==> src/rtl/core/rtp_nal_fragment_packetizer_core_macros.svh <==
// ----------------------------------------------------------------------------
// RTP NAL packetizer assertion macros
// Shared assertion wrappers for the packetizer core. Defining ASSERT_OFF
// compiles every check away.
// ----------------------------------------------------------------------------
`ifndef RTP_NAL_FRAGMENT_PACKETIZER_CORE_MACROS_SVH
`define RTP_NAL_FRAGMENT_PACKETIZER_CORE_MACROS_SVH
`ifndef ASSERT_OFF
// Checked property, muted while reset is high.
`define RNFP_ASSERT(name, clk, rst, prop, msg) \
  name: assert property (@(posedge clk) disable iff (rst) prop) else $error(msg);
// Checked property that also holds during reset.
`define RNFP_ASSERT_ALWAYS(name, clk, prop, msg) \
  name: assert property (@(posedge clk) prop) else $error(msg);
`else
`define RNFP_ASSERT(name, clk, rst, prop, msg)
`define RNFP_ASSERT_ALWAYS(name, clk, prop, msg)
`endif
`endif

==> src/rtl/core/rnfp_pkg.sv <==
// ----------------------------------------------------------------------------
// RTP NAL packetizer package
// Field widths, header constants, fragment modes and the command word that
// travels from the front part to the byte serializer.
// ----------------------------------------------------------------------------
`default_nettype none

package rnfp_pkg;

  // Configuration register indexes.
  localparam int CFG_IDX_W = 1;
  localparam logic [CFG_IDX_W-1:0] REG_MAX_PAYLOAD    = 1'd0;
  localparam logic [CFG_IDX_W-1:0] REG_TIMESTAMP_STEP = 1'd1;

  // Reset values of the registers.
  localparam logic [15:0] MAX_PAYLOAD_RESET    = 16'd1400;
  localparam logic [31:0] TIMESTAMP_STEP_RESET = 32'd3000;
  localparam logic [15:0] MIN_PAYLOAD          = 16'd16;

  // Fragment modes.
  localparam logic [1:0] MODE_SINGLE = 2'd0;
  localparam logic [1:0] MODE_AVC    = 2'd1;
  localparam logic [1:0] MODE_HEVC   = 2'd2;
  localparam logic [1:0] MODE_OTHER  = 2'd3;

  // Start code lengths.
  localparam logic [2:0] SC_SHORT = 3'd3;
  localparam logic [2:0] SC_LONG  = 3'd4;
  localparam logic [2:0] POS_SC_SELECT = 3'd2;
  localparam logic [2:0] POS_SAT       = 3'd7;
  localparam logic [7:0] SC_LAST_BYTE  = 8'h01;

  // RTP header bytes.
  localparam logic [4:0] HDR_BYTES  = 5'd12;
  localparam logic [7:0] RTP_VER    = 8'h80;
  localparam logic [7:0] RTP_PT     = 8'h60;
  localparam logic [7:0] RTP_PT_MK  = 8'hE0;
  localparam logic [7:0] SSRC_B0    = 8'hEF;
  localparam logic [7:0] SSRC_B1    = 8'hBE;
  localparam logic [7:0] SSRC_B2    = 8'hAD;
  localparam logic [7:0] SSRC_B3    = 8'hDE;

  // Fragmentation header fields.
  localparam logic [7:0] FU_A_TYPE     = 8'd28;
  localparam logic [7:0] HEVC_FU_TYPE  = 8'd98;
  localparam logic [7:0] NRI_MASK      = 8'hE0;
  localparam logic [7:0] AVC_TYPE_MASK = 8'h1F;
  localparam logic [7:0] HEVC_KEEP     = 8'h81;
  localparam logic [7:0] FU_START      = 8'h80;
  localparam logic [7:0] FU_END        = 8'h40;
  localparam logic [4:0] AVC_NON_IDR   = 5'd1;
  localparam logic [4:0] AVC_IDR       = 5'd5;
  localparam logic [5:0] HEVC_TRAIL_R  = 6'd1;
  localparam logic [5:0] HEVC_IDR_W    = 6'd19;

  // One queued command: an optional RTP header, up to three extra header
  // bytes and an optional payload byte.
  typedef struct packed {
    logic            hdr;
    logic            marker;
    logic [15:0]     seq;
    logic [31:0]     ts;
    logic [1:0]      nx;
    logic [2:0][7:0] xb;
    logic            pay;
    logic [7:0]      pay_byte;
    logic            pend;
    logic            uend;
  } cmd_t;

endpackage

`default_nettype wire

==> src/rtl/core/rnfp_if.sv <==
// ----------------------------------------------------------------------------
// RTP NAL packetizer channels
// Valid/ready channels for the input unit bytes and the packet bytes.
// ----------------------------------------------------------------------------
`default_nettype none

interface rnfp_in_if import rnfp_pkg::*; ();
  logic        valid;
  logic        ready;
  logic [7:0]  data_byte;
  logic        first_of_unit;
  logic [22:0] unit_length;

  modport source (output valid, data_byte, first_of_unit, unit_length, input ready);
  modport sink (input valid, data_byte, first_of_unit, unit_length, output ready);
endinterface

interface rnfp_out_if import rnfp_pkg::*; ();
  logic       valid;
  logic       ready;
  logic [7:0] out_byte;
  logic       packet_end;
  logic       unit_end;

  modport source (output valid, out_byte, packet_end, unit_end, input ready);
  modport sink (input valid, out_byte, packet_end, unit_end, output ready);
endinterface

`default_nettype wire

==> src/rtl/core/rnfp_cmd_fifo.sv <==
// ----------------------------------------------------------------------------
// RTP NAL packetizer command queue
// Short first-in first-out queue of commands between the front part and
// the byte serializer.
// ----------------------------------------------------------------------------
`default_nettype none
`include "rtp_nal_fragment_packetizer_core_macros.svh"

module rnfp_cmd_fifo import rnfp_pkg::*; #(
  parameter int DEPTH = 4
) (
  input  wire logic clk,
  input  wire logic rst,
  input  wire logic push,
  input  wire cmd_t wr_cmd,
  input  wire logic pop,
  output cmd_t      rd_cmd,
  output logic      full,
  output logic      empty
);

  localparam int AW = $clog2(DEPTH);
  localparam int CW = $clog2(DEPTH + 1);

  cmd_t          slots [DEPTH];
  logic [AW-1:0] wr_ptr;
  logic [AW-1:0] rd_ptr;
  logic [CW-1:0] count;

  assign full   = (count == CW'(DEPTH));
  assign empty  = (count == '0);
  assign rd_cmd = slots[rd_ptr];

  // Pointers and fill count.
  always_ff @(posedge clk) begin
    if (rst) begin
      wr_ptr <= '0;
      rd_ptr <= '0;
      count  <= '0;
    end else begin
      if (push) begin
        wr_ptr <= (wr_ptr == AW'(DEPTH - 1)) ? '0 : wr_ptr + 1'b1;
      end
      if (pop) begin
        rd_ptr <= (rd_ptr == AW'(DEPTH - 1)) ? '0 : rd_ptr + 1'b1;
      end
      if (push && !pop) begin
        count <= count + 1'b1;
      end else if (pop && !push) begin
        count <= count - 1'b1;
      end
    end
  end

  // Storage of the queued commands.
  always_ff @(posedge clk) begin
    if (push) begin
      slots[wr_ptr] <= wr_cmd;
    end
  end

  `RNFP_ASSERT(a_push_has_room, clk, rst, push |-> !full, "command pushed into a full queue")
  `RNFP_ASSERT(a_pop_has_data, clk, rst, pop |-> !empty, "command popped from an empty queue")
  `RNFP_ASSERT(a_count_bound, clk, rst, count <= CW'(DEPTH), "queue count beyond depth")

endmodule

`default_nettype wire

==> src/rtl/core/rnfp_front.sv <==
// ----------------------------------------------------------------------------
// RTP NAL packetizer front part
// Accepts unit bytes, strips the start code, tracks unit and packet
// counters and turns every byte after the start code into one command.
// ----------------------------------------------------------------------------
`default_nettype none

module rnfp_front import rnfp_pkg::*; #(
  parameter int MAX_UNIT_BYTES    = 4194304,
  parameter int MAX_PAYLOAD_BYTES = 65532
) (
  input  wire logic                 clk,
  input  wire logic                 rst,
  rnfp_in_if.sink                   nal_in,
  input  wire logic                 cfg_we,
  input  wire logic [CFG_IDX_W-1:0] cfg_index,
  input  wire logic [31:0]          cfg_data,
  input  wire logic                 full,
  output logic                      push,
  output cmd_t                      cmd
);

  localparam int UW = $clog2(MAX_UNIT_BYTES + 1);
  localparam int CW = (UW > 17) ? UW : 17;

  // Configuration registers.
  logic [15:0] max_payload;
  logic [31:0] timestamp_step;

  // Unit state.
  logic [15:0]   seq;
  logic [31:0]   ts;
  logic [UW-1:0] unit_left;
  logic [15:0]   pkt_left;
  logic [2:0]    scl;
  logic [1:0]    mode;
  logic [7:0]    nal_hdr;
  logic          first_pending;
  logic [2:0]    pos;
  logic [7:0]    hevc_second;
  logic [15:0]   limit;

  logic [15:0]   seq_next;
  logic [31:0]   ts_next;
  logic [UW-1:0] unit_left_next;
  logic [15:0]   pkt_left_next;
  logic [2:0]    scl_next;
  logic [1:0]    mode_next;
  logic [7:0]    nal_hdr_next;
  logic          first_pending_next;
  logic [2:0]    pos_next;
  logic [7:0]    hevc_second_next;
  logic [15:0]   limit_next;

  logic          acc;
  logic [7:0]    b;
  logic          unit_ok;
  logic          new_unit;
  logic [UW-1:0] len_sat;
  logic [15:0]   lim_clamp;
  logic [UW-1:0] eff_unit;
  logic [15:0]   eff_pkt;
  logic [2:0]    eff_pos;
  logic [2:0]    eff_scl;
  logic [1:0]    eff_mode;
  logic          eff_first_pending;
  logic [15:0]   eff_limit;
  logic [31:0]   eff_ts;
  logic [CW-1:0] rem_w;
  logic          rem_one;
  logic          fits;
  logic          last_chunk;
  logic [15:0]   chunk;
  logic [4:0]    avc_type;
  logic [5:0]    hevc_type;
  logic [15:0]   pkt_base;

  assign nal_in.ready = !full;
  assign acc          = nal_in.valid && nal_in.ready;
  assign b            = nal_in.data_byte;

  // Length checks and limit clamping for a new unit.
  assign unit_ok  = (nal_in.unit_length >= 23'd5);
  assign new_unit = nal_in.first_of_unit && unit_ok;
  assign len_sat  = (32'(nal_in.unit_length) > 32'(MAX_UNIT_BYTES)) ?
                    UW'(MAX_UNIT_BYTES) : UW'(nal_in.unit_length);
  assign lim_clamp = (max_payload < MIN_PAYLOAD) ? MIN_PAYLOAD :
                     (max_payload > 16'(MAX_PAYLOAD_BYTES)) ? 16'(MAX_PAYLOAD_BYTES) :
                     max_payload;

  // State as seen by this byte, after any unit restart.
  assign eff_unit = nal_in.first_of_unit ? (unit_ok ? len_sat : '0) : unit_left;
  assign eff_pkt  = nal_in.first_of_unit ? '0 : pkt_left;
  assign eff_pos  = new_unit ? '0 : pos;
  assign eff_scl  = new_unit ? SC_LONG : scl;
  assign eff_mode = new_unit ? MODE_SINGLE : mode;
  assign eff_first_pending = new_unit ? 1'b1 : first_pending;
  assign eff_limit = new_unit ? lim_clamp : limit;
  assign eff_ts    = new_unit ? ts + timestamp_step : ts;

  // Packet sizing against the latched limit.
  assign rem_w      = CW'(eff_unit);
  assign rem_one    = (eff_unit == UW'(1));
  assign fits       = (rem_w <= CW'(eff_limit) + CW'(eff_scl));
  assign last_chunk = (rem_w <= CW'(eff_limit));
  assign chunk      = last_chunk ? 16'(eff_unit) : eff_limit;
  assign avc_type   = b[4:0];
  assign hevc_type  = b[6:1];

  // Per-byte decision and command build.
  always_comb begin
    seq_next           = seq;
    ts_next            = ts;
    unit_left_next     = unit_left;
    pkt_left_next      = pkt_left;
    scl_next           = scl;
    mode_next          = mode;
    nal_hdr_next       = nal_hdr;
    first_pending_next = first_pending;
    pos_next           = pos;
    hevc_second_next   = hevc_second;
    limit_next         = limit;
    pkt_base           = eff_pkt;
    push               = 1'b0;
    cmd                = '0;
    cmd.seq            = seq;
    cmd.ts             = eff_ts;
    cmd.pay_byte       = b;
    cmd.uend           = rem_one;
    if (acc) begin
      ts_next            = eff_ts;
      unit_left_next     = eff_unit;
      pkt_left_next      = eff_pkt;
      scl_next           = eff_scl;
      mode_next          = eff_mode;
      first_pending_next = eff_first_pending;
      pos_next           = eff_pos;
      limit_next         = eff_limit;
      if (eff_unit != '0) begin
        unit_left_next = eff_unit - 1'b1;
        if (eff_pos < POS_SAT) begin
          pos_next = eff_pos + 1'b1;
        end
        if (eff_pos == POS_SC_SELECT) begin
          // Third start code byte tells a short code from a long one.
          scl_next = (b == SC_LAST_BYTE) ? SC_SHORT : SC_LONG;
        end else if (eff_pos == eff_scl) begin
          // NAL header byte: open the first packet of the unit.
          nal_hdr_next = b;
          push         = 1'b1;
          cmd.hdr      = 1'b1;
          seq_next     = seq + 1'b1;
          if (fits) begin
            mode_next          = MODE_SINGLE;
            first_pending_next = 1'b0;
            cmd.pay            = 1'b1;
            pkt_left_next      = 16'(eff_unit - 1'b1);
            cmd.pend           = rem_one;
          end else if (avc_type == AVC_NON_IDR || avc_type == AVC_IDR) begin
            mode_next          = MODE_AVC;
            first_pending_next = 1'b0;
            cmd.nx             = 2'd2;
            cmd.xb[0]          = (b & NRI_MASK) | FU_A_TYPE;
            cmd.xb[1]          = FU_START | {3'b000, avc_type};
            pkt_left_next      = eff_limit;
          end else if (hevc_type == HEVC_TRAIL_R || hevc_type == HEVC_IDR_W) begin
            mode_next     = MODE_HEVC;
            cmd.nx        = 2'd1;
            cmd.xb[0]     = (b & HEVC_KEEP) | HEVC_FU_TYPE;
            pkt_left_next = eff_limit;
          end else begin
            mode_next          = MODE_OTHER;
            first_pending_next = 1'b0;
            cmd.nx             = 2'd2;
            cmd.pay            = 1'b1;
            pkt_left_next      = eff_limit - 1'b1;
            cmd.pend           = (eff_limit == 16'd1);
          end
        end else if (eff_pos > eff_scl) begin
          if (eff_mode == MODE_HEVC && eff_first_pending) begin
            // Second HEVC header byte completes the first fragment header.
            first_pending_next = 1'b0;
            hevc_second_next   = b;
            push               = 1'b1;
            cmd.nx             = 2'd2;
            cmd.xb[0]          = b;
            cmd.xb[1]          = FU_START | {2'b00, nal_hdr[6:1]};
          end else begin
            push    = 1'b1;
            cmd.pay = 1'b1;
            if (eff_pkt == '0) begin
              // Open a follow-on packet.
              cmd.hdr    = 1'b1;
              cmd.marker = last_chunk;
              seq_next   = seq + 1'b1;
              pkt_base   = chunk;
              case (eff_mode)
                MODE_AVC: begin
                  cmd.nx    = 2'd2;
                  cmd.xb[0] = (nal_hdr & NRI_MASK) | FU_A_TYPE;
                  cmd.xb[1] = (nal_hdr & AVC_TYPE_MASK) | (last_chunk ? FU_END : 8'h00);
                end
                MODE_HEVC: begin
                  cmd.nx    = 2'd3;
                  cmd.xb[0] = (nal_hdr & HEVC_KEEP) | HEVC_FU_TYPE;
                  cmd.xb[1] = hevc_second;
                  cmd.xb[2] = {2'b00, nal_hdr[6:1]} | (last_chunk ? FU_END : 8'h00);
                end
                MODE_OTHER: begin
                  cmd.nx = 2'd2;
                end
                default: begin
                  cmd.nx = 2'd0;
                end
              endcase
            end
            pkt_left_next = (pkt_base != '0) ? pkt_base - 1'b1 : '0;
            cmd.pend      = (pkt_base <= 16'd1);
          end
        end
      end
    end
  end

  // Configuration writes.
  always_ff @(posedge clk) begin
    if (rst) begin
      max_payload    <= MAX_PAYLOAD_RESET;
      timestamp_step <= TIMESTAMP_STEP_RESET;
    end else if (cfg_we) begin
      case (cfg_index)
        REG_MAX_PAYLOAD:    max_payload    <= cfg_data[15:0];
        REG_TIMESTAMP_STEP: timestamp_step <= cfg_data;
        default: ;
      endcase
    end
  end

  // Unit and packet state.
  always_ff @(posedge clk) begin
    if (rst) begin
      seq           <= '0;
      ts            <= '0;
      unit_left     <= '0;
      pkt_left      <= '0;
      scl           <= SC_LONG;
      mode          <= MODE_SINGLE;
      nal_hdr       <= '0;
      first_pending <= 1'b1;
      pos           <= '0;
      hevc_second   <= '0;
      limit         <= '0;
    end else begin
      seq           <= seq_next;
      ts            <= ts_next;
      unit_left     <= unit_left_next;
      pkt_left      <= pkt_left_next;
      scl           <= scl_next;
      mode          <= mode_next;
      nal_hdr       <= nal_hdr_next;
      first_pending <= first_pending_next;
      pos           <= pos_next;
      hevc_second   <= hevc_second_next;
      limit         <= limit_next;
    end
  end

endmodule

`default_nettype wire

==> src/rtl/core/rnfp_back.sv <==
// ----------------------------------------------------------------------------
// RTP NAL packetizer serializer
// Expands each queued command into its RTP header, fragmentation header
// and payload bytes, one word per cycle while the sink is ready, through an output register.
// ----------------------------------------------------------------------------
`default_nettype none
`include "rtp_nal_fragment_packetizer_core_macros.svh"

module rnfp_back import rnfp_pkg::*; (
  input  wire logic clk,
  input  wire logic rst,
  input  wire cmd_t head,
  input  wire logic empty,
  output logic      pop,
  rnfp_out_if.source rtp_out
);

  cmd_t       cur;
  logic       cur_valid;
  logic [3:0] idx;
  logic       out_valid;
  logic [7:0] out_byte;
  logic       out_pend;
  logic       out_uend;

  logic       advance;
  logic       emit;
  logic [4:0] hdr_n;
  logic [4:0] tot;
  logic [4:0] k;
  logic       is_last;
  logic [7:0] sel_byte;
  logic       sel_pend;
  logic       sel_uend;

  assign rtp_out.valid      = out_valid;
  assign rtp_out.out_byte   = out_byte;
  assign rtp_out.packet_end = out_pend;
  assign rtp_out.unit_end   = out_uend;

  // Word count of the current command and position tracking.
  assign advance = !out_valid || rtp_out.ready;
  assign emit    = cur_valid && advance;
  assign hdr_n   = cur.hdr ? HDR_BYTES : 5'd0;
  assign tot     = hdr_n + {3'b000, cur.nx} + {4'b0000, cur.pay};
  assign is_last = ({1'b0, idx} + 5'd1) == tot;
  assign k       = {1'b0, idx} - hdr_n;
  assign pop     = !empty && (!cur_valid || (emit && is_last));

  // Byte select for the current position.
  always_comb begin
    sel_byte = cur.pay_byte;
    sel_pend = 1'b0;
    sel_uend = 1'b0;
    if (cur.hdr && ({1'b0, idx} < HDR_BYTES)) begin
      case (idx)
        4'd0:    sel_byte = RTP_VER;
        4'd1:    sel_byte = cur.marker ? RTP_PT_MK : RTP_PT;
        4'd2:    sel_byte = cur.seq[15:8];
        4'd3:    sel_byte = cur.seq[7:0];
        4'd4:    sel_byte = cur.ts[31:24];
        4'd5:    sel_byte = cur.ts[23:16];
        4'd6:    sel_byte = cur.ts[15:8];
        4'd7:    sel_byte = cur.ts[7:0];
        4'd8:    sel_byte = SSRC_B0;
        4'd9:    sel_byte = SSRC_B1;
        4'd10:   sel_byte = SSRC_B2;
        default: sel_byte = SSRC_B3;
      endcase
    end else if (k < {3'b000, cur.nx}) begin
      sel_byte = cur.xb[k[1:0]];
    end else begin
      sel_pend = cur.pend;
      sel_uend = cur.uend;
    end
  end

  // Command register and output valid.
  always_ff @(posedge clk) begin
    if (rst) begin
      cur_valid <= 1'b0;
      idx       <= '0;
      out_valid <= 1'b0;
    end else begin
      if (emit) begin
        out_valid <= 1'b1;
      end else if (rtp_out.ready) begin
        out_valid <= 1'b0;
      end
      if (pop) begin
        cur_valid <= 1'b1;
        idx       <= '0;
      end else if (emit) begin
        idx <= idx + 1'b1;
        if (is_last) begin
          cur_valid <= 1'b0;
        end
      end
    end
  end

  // Payload registers.
  always_ff @(posedge clk) begin
    if (pop) begin
      cur <= head;
    end
    if (emit) begin
      out_byte <= sel_byte;
      out_pend <= sel_pend;
      out_uend <= sel_uend;
    end
  end

  `RNFP_ASSERT(a_idx_in_cmd, clk, rst, cur_valid |-> ({1'b0, idx} < tot), "position past command")
  `RNFP_ASSERT(a_unit_end_closes, clk, rst, (out_valid && out_uend) |-> out_pend, "unit end not at packet end")

endmodule

`default_nettype wire

==> src/rtl/core/rtp_nal_fragment_packetizer_core.sv <==
// A byte goes through the command queue, command register and output register to rtp_out.
// One input word per cycle while the queue has room; one output word per cycle while ready.
// A byte that opens a packet expands to 13 to 16 words in the serializer;
// the 4-entry command queue absorbs that burst before input back-pressure.
// Reset is synchronous: counters, queue and output valid clear; max_payload 1400, step 3000.
// ----------------------------------------------------------------------------
// RTP NAL fragment packetizer core
// Front part classifies unit bytes into commands, a short queue decouples it
// from the serializer that emits RTP packet bytes.
// ----------------------------------------------------------------------------
`default_nettype none

module rtp_nal_fragment_packetizer_core import rnfp_pkg::*; #(
  parameter int MAX_UNIT_BYTES    = 4194304,
  parameter int MAX_PAYLOAD_BYTES = 65532,
  parameter int CMD_DEPTH         = 4
) (
  input  wire logic                 clk,
  input  wire logic                 rst,
  rnfp_in_if.sink                   nal_in,
  rnfp_out_if.source                rtp_out,
  input  wire logic                 cfg_we,
  input  wire logic [CFG_IDX_W-1:0] cfg_index,
  input  wire logic [31:0]          cfg_data
);

  logic push;
  logic pop;
  logic full;
  logic empty;
  cmd_t wr_cmd;
  cmd_t rd_cmd;

  // Front part: start code removal and packet decisions.
  rnfp_front #(
    .MAX_UNIT_BYTES    (MAX_UNIT_BYTES),
    .MAX_PAYLOAD_BYTES (MAX_PAYLOAD_BYTES)
  ) u_front (
    .clk       (clk),
    .rst       (rst),
    .nal_in    (nal_in),
    .cfg_we    (cfg_we),
    .cfg_index (cfg_index),
    .cfg_data  (cfg_data),
    .full      (full),
    .push      (push),
    .cmd       (wr_cmd)
  );

  // Command queue between the two parts.
  rnfp_cmd_fifo #(
    .DEPTH (CMD_DEPTH)
  ) u_fifo (
    .clk    (clk),
    .rst    (rst),
    .push   (push),
    .wr_cmd (wr_cmd),
    .pop    (pop),
    .rd_cmd (rd_cmd),
    .full   (full),
    .empty  (empty)
  );

  // Serializer: header and payload bytes out.
  rnfp_back u_back (
    .clk     (clk),
    .rst     (rst),
    .head    (rd_cmd),
    .empty   (empty),
    .pop     (pop),
    .rtp_out (rtp_out)
  );

endmodule

`default_nettype wire
==> src/flat_wrapper.sv <==
// flat-port wrapper written by rule: the top's interface ports become plain ports
module rtp_nal_fragment_packetizer_core_flat import rnfp_pkg::*;
#(
  parameter int MAX_UNIT_BYTES    = 4194304,
  parameter int MAX_PAYLOAD_BYTES = 65532,
  parameter int CMD_DEPTH         = 4
)
  (clk, rst, cfg_we, cfg_index, cfg_data, nal_in_valid, nal_in_data_byte, nal_in_first_of_unit, nal_in_unit_length, nal_in_ready, rtp_out_valid, rtp_out_out_byte, rtp_out_packet_end, rtp_out_unit_end, rtp_out_ready);
  rnfp_in_if nal_in_i ();
  rnfp_out_if rtp_out_i ();
  input  wire logic clk;
  input  wire logic rst;
  input  wire logic cfg_we;
  input  wire logic [CFG_IDX_W-1:0] cfg_index;
  input  wire logic [31:0] cfg_data;
  input wire logic [$bits(nal_in_i.valid)-1:0] nal_in_valid;
  input wire logic [$bits(nal_in_i.data_byte)-1:0] nal_in_data_byte;
  input wire logic [$bits(nal_in_i.first_of_unit)-1:0] nal_in_first_of_unit;
  input wire logic [$bits(nal_in_i.unit_length)-1:0] nal_in_unit_length;
  output wire logic [$bits(nal_in_i.ready)-1:0] nal_in_ready;
  output wire logic [$bits(rtp_out_i.valid)-1:0] rtp_out_valid;
  output wire logic [$bits(rtp_out_i.out_byte)-1:0] rtp_out_out_byte;
  output wire logic [$bits(rtp_out_i.packet_end)-1:0] rtp_out_packet_end;
  output wire logic [$bits(rtp_out_i.unit_end)-1:0] rtp_out_unit_end;
  input wire logic [$bits(rtp_out_i.ready)-1:0] rtp_out_ready;
  assign nal_in_i.valid = nal_in_valid;
  assign nal_in_i.data_byte = nal_in_data_byte;
  assign nal_in_i.first_of_unit = nal_in_first_of_unit;
  assign nal_in_i.unit_length = nal_in_unit_length;
  assign nal_in_ready = nal_in_i.ready;
  assign rtp_out_valid = rtp_out_i.valid;
  assign rtp_out_out_byte = rtp_out_i.out_byte;
  assign rtp_out_packet_end = rtp_out_i.packet_end;
  assign rtp_out_unit_end = rtp_out_i.unit_end;
  assign rtp_out_i.ready = rtp_out_ready;
  rtp_nal_fragment_packetizer_core #(.MAX_UNIT_BYTES(MAX_UNIT_BYTES), .MAX_PAYLOAD_BYTES(MAX_PAYLOAD_BYTES), .CMD_DEPTH(CMD_DEPTH)) u_core (.clk(clk), .rst(rst), .nal_in(nal_in_i), .rtp_out(rtp_out_i), .cfg_we(cfg_we), .cfg_index(cfg_index), .cfg_data(cfg_data));
endmodule
==> config.mk <==
export PLATFORM = sky130hd
export DESIGN_NAME = rtp_nal_fragment_packetizer_core_flat
export DESIGN_NICKNAME = d
export VERILOG_FILES = /design/src/rtl/core/rnfp_pkg.sv /design/src/rtl/core/rnfp_if.sv /design/src/rtl/core/rnfp_cmd_fifo.sv /design/src/rtl/core/rnfp_front.sv /design/src/rtl/core/rnfp_back.sv /design/src/rtl/core/rtp_nal_fragment_packetizer_core.sv /design/src/flat_wrapper.sv
export VERILOG_INCLUDE_DIRS = /design/src /design/src/rtl/core
export SDC_FILE = /design/constraint.sdc
export NUM_CORES = 1
export LEC_CHECK = 0
export BUFFER_PORTS_ARGS = -buffer_cell sky130_fd_sc_hd__buf_2
export CORE_ASPECT_RATIO = 0.5
export CORE_MARGIN = 2
export CORE_UTILIZATION = 55
export CTS_CLUSTER_SIZE = 8
export DETAILED_ROUTE_END_ITERATION = 8
export PLACE_DENSITY = 0.76
export SLEW_MARGIN = 20
export SYNTH_ARGS = -nofsm -noshare
export SYNTH_HDL_FRONTEND = slang
export SYNTH_HIERARCHICAL = 1
export SYNTH_SLANG_ARGS = --single-unit
export TNS_END_PERCENT = 10
==> constraint.sdc <==
create_clock -name clk -period 10.9 [get_ports clk]
set_input_delay 2.18 -clock clk [delete_from_list [all_inputs] [get_ports clk]]
set_output_delay 2.18 -clock clk [all_outputs]
set_load 0.01 [all_outputs]
==> results.md, run 1 <==
- Outcome: finished clean
- Max Freq: 119.2 MHz
- Period utilization: 76.95%
- Leakage Power: 11.99 nW
- Setup_tns: 0 ns
- Per-cell routed wire length: 25.42 µm
- Worst skew pair latency: 0.65 ns
- R2R depth: 23
- Num rows: 60
- Number of remaining DRC errors: 0
- Detailed Route Iter0 Violations: 3320
- Vias per cell: 6.448
- Slack of the worst reg-to-reg path: 4.44 ns
- Layout area overhead: 12.14%
- Worst Setup SP: nal_in_unit_length[13]
- First-pass GRT wire length: 130.1 mm
- CTS H-Tree Depth: 3
- Syn nets: 2736
- Deepest clock path buffer count: 3
- Final setup fails: 0
- Final WL: 86.92 mm
- Cell area power density: 217.8 nW/µm²
- Reg2reg end: u_core/u_front/pkt_left[10]
- Synth warn: 6
- Placed Cells: 3269
- GRT Util Overall: 30.57%
- Worst path arrival time: 8.88 ns
- IR drop worst, VDD: 0.1742 mV
- CTS sink count: 636
- Worst hold-check path type: reg -> reg
- Fin nets: 2820
- Vias post-DR: 22052
- Critical Path Fanout Max: 26
- Worst setup EP type: flop
- CTS tree: yes
- Post-CTS Setup Bufs: 0
- Fillers: 3955
- Post-DRT Antenna Nets: 0
- Top-area cell type share of the netlist area: 44.20%
- Die height: 169.8 µm
- Die X: 335.6 µm
- Post-synth EDFFs: 445
- Worst EP required: 11.39 ns
- Final core utilization: 62.73%
- Max Slew Vio Count: 0
- Top_reg_cell synth: edfxtp_1
- DR pass1 iterations: 8
- Clock slew at reported path FFs: 0.05 ns
- Min Tclk post-route: 8.388 ns
- CP Launch Type: input pin
- # hold bufs at CTS: 0
- Final Hold Violating Endpoints: 0
- Num CTS Buffers: 89
- Vias in the first global route: 21038
- Worst slew pin tran: 1.202 ns
- Share of post-route cells with drive strength above 1: 13.82%
- GPL Wtd Cong: 1.037
- Worst slew margin: 19.04%
- CP Class: in -> reg
- RSZ-0062 raised after global routing: false
- Worst Slack Setup Final: 2.512 ns
- GRT overflow: 0
- DP Worst Slack: 1.939 ns
- Synth Instances: 2563
- Largest cells by area after synthesis: edfxtp_1 44%, dfxtp_1 13%, mux4_2 6.5%
- Resized cells post-CTS: 0
- Port bufs: 81
- I/O pins: 82
- Final Non-Filler Cells: 3420
- CTS root buf: clkbuf_16
- Clock Skews: 0.05660 ns
- Async set-reset flop share out of synthesis: 0%
- Final Power: 7.386 mW
- Critical path destination: u_core/u_front/pkt_left[10]
- Yosys cell types: 100
- Worst R2R Start: u_core/u_front/max_payload[6]
- Max capacitance violation total: 0
- Register area share after synthesis: 56.84%
- Initial Util: 55.94%
- Avg Cell Area, Syn: 11.80 µm²
- DP HPWL: 56.01 mm
- Register bit total from synthesis: 636
- Initial antenna violation count: 2
- Core area: 54050 µm²
- Die area: 56980 µm²
- Yosys top cell by area: edfxtp_1
- Largest net degree at the start of global routing: 93
- Mapped Area: 30230 µm²
==> report_power, final <==
part | switching [mW] | internal (mW) | total [mW]
clock network | 1.07 | 1.54 | 2.61
logic | 1.03 | 0.616 | 1.64
registers | 0.182 | 2.95 | 3.14
==> synthesized netlist by cell type (9+ instances only) <==
library cell	n
nand2b_1	18
nand2_1	339
o21a_1	13
o21ai_0	126
a221oi_1	9
buf_2	22
mux2_2	10
inv_1	62
nand3_1	68
a31oi_1	10
nor2b_1	20
nand4_1	25
o211ai_1	10
and3_1	16
nor3_1	47
nor4_1	19
clkbuf_1	82
mux4_2	87
mux2i_1	32
buf_1	10
xor2_1	36
xnor2_1	64
buf_4	12
dfxtp_1	191
a22oi_1	15
and2_1	29
or3_1	14
a21o_1	17
a211oi_1	33
ha_1	99
edfxtp_1	445
a21oi_1	191
nor2_1	202
==> placed cells by master (no fill, tap or decap), types with 17 or more instances in the layout <==
cell,synthesis,routed
a211oi_1,33,33
a21o_1,17,17
a21oi_1,191,191
and2_1,29,25
buf_2,22,80
buf_4,12,47
clkbuf_1,82,52
clkbuf_16,0,89
dfxtp_1,191,189
edfxtp_1,445,445
ha_1,99,99
inv_1,62,62
mux2i_1,32,32
mux4_2,87,87
nand2_1,339,337
nand2b_1,18,18
nand3_1,68,68
nand4_1,25,25
nor2_1,202,202
nor2b_1,20,18
nor3_1,47,47
nor4_1,19,18
o21ai_0,126,122
xnor2_1,64,64
xor2_1,36,36
==> metrics by stage <==
stage | cell area, µm² | hold slack (ns)
after floorplan | 30230 | 0.4274
after global placement | 31270 | 0.4380
after detailed placement | 31270 | 0.4467
after CTS | 33890 | 0.4534
after global routing | 33900 | 0.4749
final | 33910 | 0.4534
==> worst min-delay path by stage <==
stage / start / to / slack, ns / cells past startpoint
2_1_floorplan: u_core/u_front/unit_left[2] / u_core/u_front/unit_left[2] / 0.43 / 2
3_3_place_gp: u_core/u_front/unit_left[2] / u_core/u_front/unit_left[2] / 0.44 / 2
3_5_place_dp: u_core/u_front/unit_left[2] / u_core/u_front/unit_left[2] / 0.45 / 2
4_1_cts: u_core/u_front/unit_left[2] / u_core/u_front/unit_left[2] / 0.45 / 2
5_1_grt: u_core/u_front/unit_left[2] / u_core/u_front/unit_left[2] / 0.47 / 2
6_report: u_core/u_front/unit_left[2] / u_core/u_front/unit_left[2] / 0.45 / 2
==> layer usage <==
metal / GRT usage, % / up-vias / part of all wire, %
met3: 6.124 / 211 / 10
met2: 46.94 / 1323 / 45
met1: 43.67 / 10770 / 42
met5: 0 / - / 0.023
li1: - / 9744 / -
met4: 10.55 / 4 / 3.2
==> critical path, stage by stage <==
cell and delay [ns]:
buf_2 0.11, nor4_2 0.55, nand3_1 0.24, o31a_1 0.29, buf_4 0.26, mux2_2 0.38
inv_1 0.14, ha_1 0.20, fa_1 0.21, a21oi_1 0.10, nor4_1 0.70, and3b_1 0.34
nand2_1 0.08, xnor2_1 0.16, ha_1 0.27, nand4_1 0.08, nor2_1 0.06, a2111oi_0 0.38
o311ai_0 0.25, a21boi_2 0.70, nand2b_1 0.41, o21ai_0 0.18, a221oi_2 0.23, o21ai_1 0.08
a31o_1 0.26
==> final cells by class <==
type | count | area (µm²) | area share [%]
Clock inverter | 7 | 168.9 | 0.4982
Multi-Input combinational cell | 1727 | 12180 | 35.93
Timing Repair Buffer | 128 | 773.2 | 2.281
Sequential cell | 636 | 17190 | 50.71
Clock buffer | 143 | 2450 | 7.226
Antenna cell | 1 | 2.502 | 0.007381
Tap cell | 713 | 892.1 | 2.631
Inverter | 65 | 244.0 | 0.7196
==> sequential cells by signal (all words and copies together) (netlist names), 3 cells and up, named ones only <==
name                            cells
u_core/u_fifo/count                 3
u_core/u_front/max_payload         16
u_core/u_back/cur                  87
u_core/u_back/idx                   4
u_core/u_front/ts                  32
u_core/u_back/rtp_out.out_byte      8
u_core/u_front/limit               16
u_core/u_front/pos                  3
u_core/u_front/timestamp_step      32
u_core/u_front/nal_hdr              8
u_core/u_fifo/slots               348
u_core/u_front/scl                  3
u_core/u_front/unit_left           23
u_core/u_front/seq                 16
u_core/u_front/pkt_left            16
u_core/u_front/hevc_second          8
==> cell families (layout without fill, tap and decap cells) <==
family	after synthesis	after routing	synth area share (%)
flops	636	636	56.84
fa+ha+maj	103	103	4.362
mux	133	133	8.182
buf+inv	200	343	3.013
compound gates	551	551	11.69
simple gates	837	837	12.83
xor+xnor	102	102	3.067
other cells	1	2	0.01240
Power figures use the tool's default switching activity.
==> run 2: changes to the inputs <==
clock period = 8.05 ns   (was 10.9 ns; I/O delays follow)
==> results.md, run 2 (synthesized netlist as in run 1, its figures left out) <==
- Outcome: finished clean
- RSZ-0062 raised after global routing: false
- Vias in the first global route: 21175 (+0.65%)
- Num CTS Buffers: 89 (unchanged)
- Max reg flops: 348 (unchanged)
- First-pass GRT wire length: 129.9 mm (-0.17%)
- Combinational share of power: 22.3% (about the same)
- Max capacitance violation total: 0 (unchanged)
- Most common cell after layout, fill and taps aside: edfxtp_1
- Final Non-Filler Cells: 3478 (+1.7%)
- DR pass1 iterations: 9 (+1)
- Worst hold-check path type: reg -> reg
- GRT overflow: 0 (unchanged)
- Initial antenna violation count: 7 (+5)
- Final Power: 10.03 mW (+36%)
- Fin nets: 2870 (+1.8%)
- Internal: 6.967 mW (+36%)
- Multi-input logic area: 12180 µm² (about the same)
- Worst Setup SP: nal_in_unit_length[18]
- Period utilization: 85.04%
- Largest net degree at the start of global routing: 93 (unchanged)
- Sw frac: 30.56% (-0.25 points)
- IR drop worst, VDD: 0.1863 mV (+6.9%)
- Layout area overhead: 13.75%
- Critical Path Fanout Max: 10 (-62%)
- Port bufs: 81 (unchanged)
- I/O pins: 82 (unchanged)
- # hold bufs at CTS: 0 (unchanged)
- Leakage Power: 12.26 nW (+2.2%)
- GPL Wtd Cong: 1.035 (-0.23%)
- Clock network fraction of design power: 35.2% (about the same)
- Clock slew at reported path FFs: 0.06 ns (about the same)
- Largest registers: u_core/u_fifo/slots x348, u_core/u_back/cur x87
- Num rows: 60 (unchanged)
- Die X: 335.6 µm (unchanged)
- Net Switching: 3.066 mW (+35%)
- Placed Cells: 3318 (+1.5%)
- Critical path destination: u_core/u_front/pkt_left[4]
- CTS tree: yes
- Reg2reg end: u_core/u_front/pkt_left[4]
- Worst setup EP type: flop
- DP HPWL: 57.20 mm (+2.1%)
- Slack of the worst reg-to-reg path: 2.32 ns (-2.12 ns)
- Share of post-route cells with drive strength above 1: 15.30% (+1.5 points)
- Min Tclk post-route: 6.846 ns
- Post-DRT Antenna Nets: 0 (unchanged)
- Clock Skews: 0.05591 ns (-0.0006940 ns)
- Sequential power share: 42.6% (about the same)
- Final core utilization: 63.63% (+0.90 points)
- Final Hold Violating Endpoints: 0 (unchanged)
- Initial Util: 55.94% (unchanged)
- Cell area power density: 291.7 nW/µm² (+34%)
- Post-CTS Setup Bufs: 0 (unchanged)
- Resized cells post-CTS: 0 (unchanged)
- Final Hold Slack: 0.4557 ns (+0.002241 ns)
- CTS root buf: clkbuf_16
- CTS sink count: 636 (unchanged)
- Setup_tns: 0 ns (unchanged)
- Max Freq: 146.1 MHz
- CP Class: in -> reg
- Most frequent cells in the layout: 445 x edfxtp_1, 337 x nand2_1, 202 x nor2_1
- Die height: 169.8 µm (unchanged)
- GRT Util Overall: 30.42% (-0.15 points)
- Worst skew pair latency: 0.65 ns (about the same)
- Deepest clock path buffer count: 3 (unchanged)
- Vias post-DR: 22139 (+0.39%)
- Worst EP required: 8.54 ns (-2.85 ns)
- Die area: 56980 µm² (unchanged)
- Worst path arrival time: 7.33 ns (-1.55 ns)
- CP Launch Type: input pin
- FF/Latch Area: 17190 µm² (unchanged)
- Vias per cell: 6.365 (-1.3%)
- Worst R2R Start: u_core/u_front/max_payload[7]
- Number of remaining DRC errors: 0 (unchanged)
- Final WL: 86.38 mm (-0.62%)
- CTS H-Tree Depth: 3 (unchanged)
- Detailed Route Iter0 Violations: 2715 (-18%)
- Max Slew Vio Count: 0 (unchanged)
- Final setup fails: 0 (unchanged)
- Reg with most FFs: u_core/u_fifo/slots
- Per-cell routed wire length: 24.84 µm (-2.3%)
- Core area: 54050 µm² (unchanged)
- Fillers: 3991 (+0.91%)
- R2R depth: 25 (+8.7%)
- WHS Path Cells: 2 (unchanged)
- Worst slew pin tran: 1.193 ns (-0.008919 ns)
- Worst slew margin: 19.65% (+0.60 points)
-- run 2: cell types whose count changed in the layout (fill, tap and decap cells not counted), sizes merged --
cell,before,now
buf,128,178
clkbuf,143,151
clkinv,5,6
inv,67,66
-- run 2: through the flow --
stage	instance area, µm²	setup slack (ns)
after detailed placement	31720	0.7186
after global routing	34390	0.7756
final	34390	1.204
after global placement	31720	0.8449
after floorplan	30230	0.6575
after CTS	34360	1.319
-- run 2: metal layers --
layer	vias to the layer above	global-route usage, %	part of all wire, %	wire (µm)
li1	9868	-	-	-
met1	10809	42.53	42	36090
met2	1252	46.10	44	38380
met3	204	9.164	11	9382
met4	6	8.910	2.9	2492
met5	-	0	0.039	34
-- run 2: cell type report --
type / count / share of cell area [%]
flip-flops and latches: 636 / 50.00
multi-input cells: 1727 / 35.40
repair buffers: 178 / 3.595
diodes: 1 / 0.007276
clock buffers: 151 / 7.182
inverters: 65 / 0.7095
clock inverters: 7 / 0.5130
well taps: 713 / 2.594
-- run 2: power groups by stage --
stage               clock network (mW)  registers (mW)  logic, mW
global route                      3.70            4.30       2.41
CTS                               3.56            4.31       2.16
global placement                     0            4.35       2.09
floorplan                            0            4.18       1.57
finish                            3.53            4.27       2.23
detailed placement                   0            4.36       2.12
-- run 2: critical path, cell delays in order --
cell and delay [ns]:
buf_2 0.17, nor4_2 0.31, nand4b_1 0.23, o31a_1 0.46, buf_4 0.26, mux2i_4 0.18
inv_1 0.06, ha_1 0.32, a21oi_1 0.09, nor4_1 0.29, buf_4 0.17, nand2_1 0.09
nor3_1 0.18, xor2_1 0.19, ha_1 0.27, nand4_1 0.10, nor2_1 0.06, a2111oi_0 0.42
o311ai_0 0.27, a21boi_2 0.50, buf_4 0.24, mux2_2 0.35, o21ai_0 0.20, nor2_1 0.06
o21ai_0 0.14, o21ai_0 0.10
-- run 2: worst min path at each step --
| stage | startpoint | to | slack (ns) |
|---|---|---|---|
| 2_1_floorplan | u_core/u_front/unit_left[2] | u_core/u_front/unit_left[2] | 0.43 |
| 3_3_place_gp | u_core/u_front/unit_left[2] | u_core/u_front/unit_left[2] | 0.44 |
| 3_5_place_dp | u_core/u_front/limit[4] | u_core/u_front/limit[4] | 0.45 |
| 4_1_cts | u_core/u_front/limit[4] | u_core/u_front/limit[4] | 0.46 |
| 5_1_grt | u_core/u_front/hevc_second[7] | u_core/u_front/hevc_second[7] | 0.48 |
| 6_report | u_core/u_front/unit_left[2] | u_core/u_front/unit_left[2] | 0.46 |
